**src/rsa_me_pkg.sv**
```systemverilog
// Package with shared widths, register indexes, reset values and unit status type.
`timescale 1ns / 1ps
package rsa_me_pkg;

    localparam int FIELD_W          = 62;
    localparam int TDATA_W          = ((FIELD_W + 7) / 8) * 8;
    localparam int MOD_BITS_DEFAULT = 62;
    localparam int CFG_IDX_W        = 8;

    localparam logic [CFG_IDX_W-1:0] REG_EXPONENT = CFG_IDX_W'(0);
    localparam logic [CFG_IDX_W-1:0] REG_MODULUS  = CFG_IDX_W'(1);

    localparam logic [FIELD_W-1:0] EXPONENT_RESET = FIELD_W'(3);
    localparam logic [FIELD_W-1:0] MODULUS_RESET  = FIELD_W'(3);

    // Status of the modular multiplier as seen by the sequencer.
    typedef struct packed {
        logic busy;
        logic done;
    } mm_status_t;

endpackage

```
**src/rsa_me_mulmod.sv**
```systemverilog
// Bit-serial modular multiplier: one multiplier bit per cycle, shift-and-add doubling.
`timescale 1ns / 1ps
module rsa_me_mulmod #(
    parameter int MOD_BITS = rsa_me_pkg::MOD_BITS_DEFAULT
) (
    input  logic                    aclk,
    input  logic                    aresetn,
    input  logic                    start,
    input  logic [MOD_BITS-1:0]     x,
    input  logic [MOD_BITS-1:0]     y,
    input  logic [MOD_BITS-1:0]     n,
    output logic [MOD_BITS-1:0]     product,
    output rsa_me_pkg::mm_status_t  status
);
    import rsa_me_pkg::*;

    logic [MOD_BITS-1:0] acc_reg;
    logic [MOD_BITS-1:0] addend_reg;
    logic [MOD_BITS-1:0] y_reg;
    logic                busy_reg;
    logic                done_reg;

    logic [MOD_BITS:0]   n_ext;
    logic [MOD_BITS:0]   sum;
    logic [MOD_BITS:0]   dbl;
    logic [MOD_BITS-1:0] acc_next;
    logic [MOD_BITS-1:0] addend_next;

    // Both operands stay below n, so one conditional subtraction suffices.
    always_comb begin
        n_ext       = {1'b0, n};
        sum         = {1'b0, acc_reg} + {1'b0, addend_reg};
        dbl         = {addend_reg, 1'b0};
        acc_next    = (sum >= n_ext) ? MOD_BITS'(sum - n_ext) : sum[MOD_BITS-1:0];
        addend_next = (dbl >= n_ext) ? MOD_BITS'(dbl - n_ext) : dbl[MOD_BITS-1:0];
    end

    always_ff @(posedge aclk) begin
        if (!aresetn) begin
            busy_reg <= 1'b0;
            done_reg <= 1'b0;
        end else begin
            done_reg <= 1'b0;
            if (!busy_reg && start) begin
                busy_reg <= 1'b1;
            end else if (busy_reg && (y_reg == '0)) begin
                busy_reg <= 1'b0;
                done_reg <= 1'b1;
            end
        end
    end

    always_ff @(posedge aclk) begin
        if (!busy_reg && start) begin
            acc_reg    <= '0;
            addend_reg <= x;
            y_reg      <= y;
        end else if (busy_reg && (y_reg != '0)) begin
            if (y_reg[0]) begin
                acc_reg <= acc_next;
            end
            addend_reg <= addend_next;
            y_reg      <= y_reg >> 1;
        end
    end

    assign product     = acc_reg;
    assign status.busy = busy_reg;
    assign status.done = done_reg;

`ifndef SYNTHESIS
    a_done_idle: assert property (@(posedge aclk) disable iff (!aresetn)
        done_reg |-> !busy_reg)
        else $error("multiplier reports done while still busy");
    a_finish: assert property (@(posedge aclk) disable iff (!aresetn)
        (busy_reg && (y_reg == '0)) |=> done_reg)
        else $error("multiplier did not finish after its last multiplier bit");
    a_launch: assert property (@(posedge aclk) disable iff (!aresetn)
        (!busy_reg && start) |=> (busy_reg && !done_reg))
        else $error("multiplier did not start on request");
`endif

endmodule

```
**src/rsa_modular_exponentiation.sv**
```systemverilog
// Top level: modular exponentiation of one message word per beat with a key from configuration.
`timescale 1ns / 1ps
// Computes message^exponent mod modulus for each input beat, with exponent and modulus
// written over the configuration channel (index 0 exponent, index 1 modulus, others
// ignored). One word is processed at a time. The message is first reduced bit-serially;
// then the exponent is scanned from its low bit, each bit costing a square and, for a
// one bit, a multiply on the shared bit-serial modular multiplier. A product takes longer
// the longer the bit length of its multiplier, and a small exponent finishes sooner than
// a large one. The result waits in an output register so the next beat can be accepted
// before it is taken. out_of_range flags a message not below the modulus; a modulus
// below two yields a zero result.
module rsa_modular_exponentiation #(
    parameter int MOD_BITS = rsa_me_pkg::MOD_BITS_DEFAULT
) (
    input  logic                              aclk,
    input  logic                              aresetn,
    // s_tdata fields from bit 0: message[61:0], zero padding
    input  logic                              s_tvalid,
    output logic                              s_tready,
    input  logic [rsa_me_pkg::TDATA_W-1:0]    s_tdata,
    input  logic                              s_tlast,
    // m_tdata fields from bit 0: result[61:0], zero padding
    output logic                              m_tvalid,
    input  logic                              m_tready,
    output logic [rsa_me_pkg::TDATA_W-1:0]    m_tdata,
    // m_tuser fields from bit 0: out_of_range
    output logic                              m_tuser,
    output logic                              m_tlast,
    input  logic                              cfg_valid,
    output logic                              cfg_ready,
    input  logic [rsa_me_pkg::CFG_IDX_W-1:0]  cfg_index,
    input  logic [rsa_me_pkg::FIELD_W-1:0]    cfg_data
);
    import rsa_me_pkg::*;

    localparam int CNT_W = $clog2(MOD_BITS);

    typedef enum logic [5:0] {
        ST_IDLE   = 6'b000001,
        ST_REDUCE = 6'b000010,
        ST_EXP    = 6'b000100,
        ST_MUL    = 6'b001000,
        ST_SQR    = 6'b010000,
        ST_FINISH = 6'b100000
    } state_t;

    state_t              state_reg;
    logic [FIELD_W-1:0]  exponent_reg;
    logic [FIELD_W-1:0]  modulus_reg;

    logic [MOD_BITS-1:0] msg_sh_reg;
    logic [MOD_BITS-1:0] base_reg;
    logic [MOD_BITS-1:0] acc_reg;
    logic [MOD_BITS-1:0] e_sh_reg;
    logic [CNT_W-1:0]    cnt_reg;
    logic                oor_reg;
    logic                last_reg;

    logic                m_valid_reg;
    logic [FIELD_W-1:0]  m_result_reg;
    logic                m_oor_reg;
    logic                m_last_reg;

    logic [MOD_BITS+FIELD_W-1:0] msg_ext;
    logic [MOD_BITS+FIELD_W-1:0] exp_ext;
    logic [MOD_BITS+FIELD_W-1:0] mod_ext;
    logic [MOD_BITS+FIELD_W-1:0] res_ext;
    logic [MOD_BITS-1:0] msg_mb;
    logic [MOD_BITS-1:0] exp_mb;
    logic [MOD_BITS-1:0] mod_mb;
    logic [MOD_BITS:0]   red_t;
    logic [MOD_BITS-1:0] base_next;

    logic                s_accept;
    logic                out_load;
    logic                mm_start;
    logic [MOD_BITS-1:0] mm_x;
    logic [MOD_BITS-1:0] mm_product;
    mm_status_t          mm_status;

    // Field bits above MOD_BITS are dropped; a datapath wider than a field pads with zeros.
    always_comb begin
        msg_ext = {{MOD_BITS{1'b0}}, s_tdata[FIELD_W-1:0]};
        exp_ext = {{MOD_BITS{1'b0}}, exponent_reg};
        mod_ext = {{MOD_BITS{1'b0}}, modulus_reg};
        res_ext = {{FIELD_W{1'b0}}, acc_reg};
        msg_mb  = msg_ext[MOD_BITS-1:0];
        exp_mb  = exp_ext[MOD_BITS-1:0];
        mod_mb  = mod_ext[MOD_BITS-1:0];
    end

    // Restoring reduction: shift in one message bit, subtract the modulus once if reached.
    always_comb begin
        red_t     = {base_reg, msg_sh_reg[MOD_BITS-1]};
        base_next = (red_t >= {1'b0, mod_mb}) ? MOD_BITS'(red_t - {1'b0, mod_mb})
                                              : red_t[MOD_BITS-1:0];
    end

    assign s_tready  = (state_reg == ST_IDLE);
    assign s_accept  = s_tvalid && s_tready;
    assign out_load  = (state_reg == ST_FINISH) && (!m_valid_reg || m_tready);
    assign cfg_ready = 1'b1;

    assign mm_start = ((state_reg == ST_EXP) && (e_sh_reg != '0))
                   || ((state_reg == ST_MUL) && mm_status.done);
    assign mm_x     = ((state_reg == ST_EXP) && e_sh_reg[0]) ? acc_reg : base_reg;

    rsa_me_mulmod #(
        .MOD_BITS (MOD_BITS)
    ) u_mulmod (
        .aclk    (aclk),
        .aresetn (aresetn),
        .start   (mm_start),
        .x       (mm_x),
        .y       (base_reg),
        .n       (mod_mb),
        .product (mm_product),
        .status  (mm_status)
    );

    always_ff @(posedge aclk) begin
        if (!aresetn) begin
            exponent_reg <= EXPONENT_RESET;
            modulus_reg  <= MODULUS_RESET;
        end else if (cfg_valid && cfg_ready) begin
            case (cfg_index)
                REG_EXPONENT: exponent_reg <= cfg_data;
                REG_MODULUS:  modulus_reg  <= cfg_data;
                default: ;
            endcase
        end
    end

    always_ff @(posedge aclk) begin
        if (!aresetn) begin
            state_reg <= ST_IDLE;
        end else begin
            case (state_reg)
                ST_IDLE: begin
                    if (s_accept) begin
                        state_reg <= (mod_mb < MOD_BITS'(2)) ? ST_FINISH : ST_REDUCE;
                    end
                end
                ST_REDUCE: begin
                    if (cnt_reg == '0) begin
                        state_reg <= ST_EXP;
                    end
                end
                ST_EXP: begin
                    if (e_sh_reg == '0) begin
                        state_reg <= ST_FINISH;
                    end else if (e_sh_reg[0]) begin
                        state_reg <= ST_MUL;
                    end else begin
                        state_reg <= ST_SQR;
                    end
                end
                ST_MUL: begin
                    if (mm_status.done) begin
                        state_reg <= ST_SQR;
                    end
                end
                ST_SQR: begin
                    if (mm_status.done) begin
                        state_reg <= ST_EXP;
                    end
                end
                ST_FINISH: begin
                    if (out_load) begin
                        state_reg <= ST_IDLE;
                    end
                end
                default: state_reg <= ST_IDLE;
            endcase
        end
    end

    always_ff @(posedge aclk) begin
        case (state_reg)
            ST_IDLE: begin
                if (s_accept) begin
                    msg_sh_reg <= msg_mb;
                    base_reg   <= '0;
                    acc_reg    <= '0;
                    cnt_reg    <= CNT_W'(MOD_BITS - 1);
                    oor_reg    <= (msg_mb >= mod_mb);
                    last_reg   <= s_tlast;
                end
            end
            ST_REDUCE: begin
                base_reg   <= base_next;
                msg_sh_reg <= msg_sh_reg << 1;
                cnt_reg    <= cnt_reg - CNT_W'(1);
                if (cnt_reg == '0) begin
                    acc_reg  <= MOD_BITS'(1);
                    e_sh_reg <= exp_mb;
                end
            end
            ST_MUL: begin
                if (mm_status.done) begin
                    acc_reg <= mm_product;
                end
            end
            ST_SQR: begin
                if (mm_status.done) begin
                    base_reg <= mm_product;
                    e_sh_reg <= e_sh_reg >> 1;
                end
            end
            default: ;
        endcase
    end

    always_ff @(posedge aclk) begin
        if (!aresetn) begin
            m_valid_reg <= 1'b0;
        end else if (out_load) begin
            m_valid_reg <= 1'b1;
        end else if (m_tready) begin
            m_valid_reg <= 1'b0;
        end
    end

    always_ff @(posedge aclk) begin
        if (out_load) begin
            m_result_reg <= res_ext[FIELD_W-1:0];
            m_oor_reg    <= oor_reg;
            m_last_reg   <= last_reg;
        end
    end

    assign m_tvalid = m_valid_reg;
    assign m_tdata  = {{(TDATA_W - FIELD_W){1'b0}}, m_result_reg};
    assign m_tuser  = m_oor_reg;
    assign m_tlast  = m_last_reg;

`ifndef SYNTHESIS
    a_mm_free: assert property (@(posedge aclk) disable iff (!aresetn)
        mm_start |-> !mm_status.busy)
        else $error("multiplier started while busy");
    a_one_item: assert property (@(posedge aclk) disable iff (!aresetn)
        s_accept |=> !s_tready)
        else $error("second beat accepted while a word is in progress");
    a_out_load: assert property (@(posedge aclk) disable iff (!aresetn)
        out_load |=> (m_tvalid && (state_reg == ST_IDLE)))
        else $error("finished result not presented on the output");
`endif

endmodule
```
**config.mk**
```make
export PLATFORM = sky130hd
export DESIGN_NAME = rsa_modular_exponentiation
export DESIGN_NICKNAME = d
export VERILOG_FILES = /design/src/rsa_me_pkg.sv /design/src/rsa_me_mulmod.sv /design/src/rsa_modular_exponentiation.sv
export SDC_FILE = /design/constraint.sdc
export NUM_CORES = 2
export LEC_CHECK = 0
export BUFFER_PORTS_ARGS = -buffer_cell sky130_fd_sc_hd__buf_2
export CORE_ASPECT_RATIO = 0.9
export CORE_UTILIZATION = 40
export DETAILED_ROUTE_END_ITERATION = 12
export HOLD_SLACK_MARGIN = 0.08
export PLACE_DENSITY = 0.68
export SETUP_SLACK_MARGIN = 0.15
export SLEW_MARGIN = 20
export SYNTH_ARGS = -nofsm -noshare
export SYNTH_HDL_FRONTEND = slang
export SYNTH_HIERARCHICAL = 1
export SYNTH_SLANG_ARGS = --single-unit
```
**constraint.sdc**
```tcl
create_clock -name aclk -period 6.65 [get_ports aclk]
set_clock_uncertainty 0.05 [all_clocks]
set_input_delay 1.33 -clock aclk [delete_from_list [all_inputs] [get_ports aclk]]
set_output_delay 1.33 -clock aclk [all_outputs]
set_load 0.05 [all_outputs]
```
==> parameters.txt <==
Parameter                              Value

Global routing
  Antenna violations before repair    13
  Via count of the first global-routing pass    roughly 36000
  Global-route wire length before repair    approximately 220000 um
  GRT overflow    0
  Maximum number of pins on one net before global-route repair    between 90 and 100
  Global router's overall resource usage    0.269

CTS
  Maximum buffer depth of the clock tree    3
  Clock sink count    between 600 and 700
  Root Buffer Master    clkbuf_16
  CTS tree    yes
  Max H-tree Level    3
  Reg clk slew, reported paths    roughly 0.060 ns
  Later-pin clock latency in the skew report    around 0.63 ns
  Cts-stage hold buffer count    0
  Total CTS buffers    67

Placed design
  Detail Placement HPWL    117000 um
  Place WS    -0.424 ns
  Number of port buffers    a little over 200
  Routability cong.    between 1 and 1.5
  Cell count after placement    ~6500

Routing
  DR vias/cell    5.82
  Mean routed wirelength per cell    23.0 um
  Total vias in the final route    a little under 40000
  Post-DRT Antenna Nets    0
  Number of design-rule violations left by the first detailed-router iteration    between 4000 and 5000
  Number of search-and-repair iterations in the first detailed-routing pass    6
  Wire length reported by the detailed router    153000 um
  Final routed DRC violation total    0

Worst setup path
  Highest cell delay on the worst timing path    approximately 0.51 ns
  Critical-path top delay cell    a2111o_1
  Capturing element type of the critical path    flop
  Most common cell on crit path    buf_4
  Critical path peak fanout    6
  Startpoint-to-endpoint class of the critical path    flop to flop
  Buffers plus inverters on the worst setup path    5
  Worst setup SP type    flop
  Arrival time at the worst endpoint    6.81 ns
  Crit path required time    7.07 ns
  Gate family responsible for the most delay along the worst path    compound AO/OA/AOI/OAI gates

Synth
  Avg Inst Size Synth    between 8 and 9 um^2
  Ys Warns    6
  Mapped Cells    ~5000
  Mapped cell area    approximately 44000 um^2

Floorplan
  Area of the die    between 100000 and 150000 um^2
  Die H    between 300 and 400 um
  Initial Util    0.405
  Width of the die    between 300 and 400 um
  Row count    about 110
  Number of ports placed on the die boundary    between 200 and 250
  Standard cell core area    108000 um^2

Timing
  Time the final worst path needs with I/O delays and setup    between 6 and 7 ns
  Max Transition Viols Final    0
  Post-layout worst setup margin    approximately 0.26 ns
  Final setup vio count    0
  Tightest hold margin    around 0.37 ns
  Unrepaired setup endpoints after global routing    no
  Period utilization    0.961
  Upper clock frequency limit    approximately 0.16 GHz
  Slew at the pin with the worst max-slew slack    about 1.2 ns
  Headroom to the max-slew limit    0.164
  Final hold violations    0

Final layout
  Final core utilization    0.448
  Combined flip-flop and latch cell area    around 17000 um^2
  Most used cells in the layout excluding fill and tap cells    nand2_1 (1131), a21oi_1 (445), edfxtp_1 (444)
  Commonest non-fill, non-tap cell in the layout    nand2_1
  Multi-input gate area in the final layout    about 25000 um^2
  Final std cells w/o fill    6649
  Net total in the final layout    between 5000 and 6000
  Layout-stage area growth over the synthesis result    10.6%
  Filler cells    roughly 11000
  Fraction of layout instances using a drive strength above 1    0.103

Pwr
  Worst voltage drop across the vdd grid    between 0.2 and 0.3 mV
  Power Dens Cells    roughly 450 nW/um^2
  Static Leakage    18.5 nW

Hold path
  Type of the tightest min-delay check    flop to flop

Flow run
  Max cap viols    0

Status
  Status    complete, no violations
## metrics by stage
stage	total power [mW]	area, um^2	TNS (ns)
final	21.5	48300	0
after global routing	22.7	48300	0
after CTS	21.0	48100	0
after detailed placement	17.1	45900	-16.11
after global placement	17.0	45900	-4.84
after floorplan	14.1	43700	-25.68
## power by group
group / internal [mW] / leakage, nW / switching [mW]
combinational: 4.29 / 11.8 / 7.16
sequential: 5.25 / 5.63 / 1.00
clock: 2.18 / 1.06 / 1.67
## layer usage
layer	routed length (um)	up-vias	global-route usage
li1	-	18293	-
met4	6820	4	0.113
met2	66600	1597	0.411
met5	20	-	0
met1	68200	18549	0.384
met3	11200	267	0.0306
## cell type report
type | instances | area share
timing repair buffer | 262 | 0.0331
antenna | 2 | 0.000104
inverter | 203 | 0.0158
sequential | 639 | 0.357
clock inverter | 22 | 0.00357
multi-input combinational | 3971 | 0.512
clock buffer | 100 | 0.0416
tap | 1450 | 0.0375
## worst paths after layout
path                               start              endpoint  slack [ns]  depth (start not counted)
setup / recovery  u_mulmod/addend_reg[0]  u_mulmod/product[52]        0.26                         26
hold / removal                  last_reg               m_tlast        0.37                          0
setup reg to reg  u_mulmod/addend_reg[0]  u_mulmod/product[52]        0.26                         26
hold reg to reg                 last_reg               m_tlast        0.37                          0
## timing repair
action,CTS,global route
gates cloned,0,2
buffers inserted,0,9
gates resized for setup,3,21
pin swaps,1,12
setup endpoints to repair,62,62
Note: power is estimated with default switching activity, not from simulation.
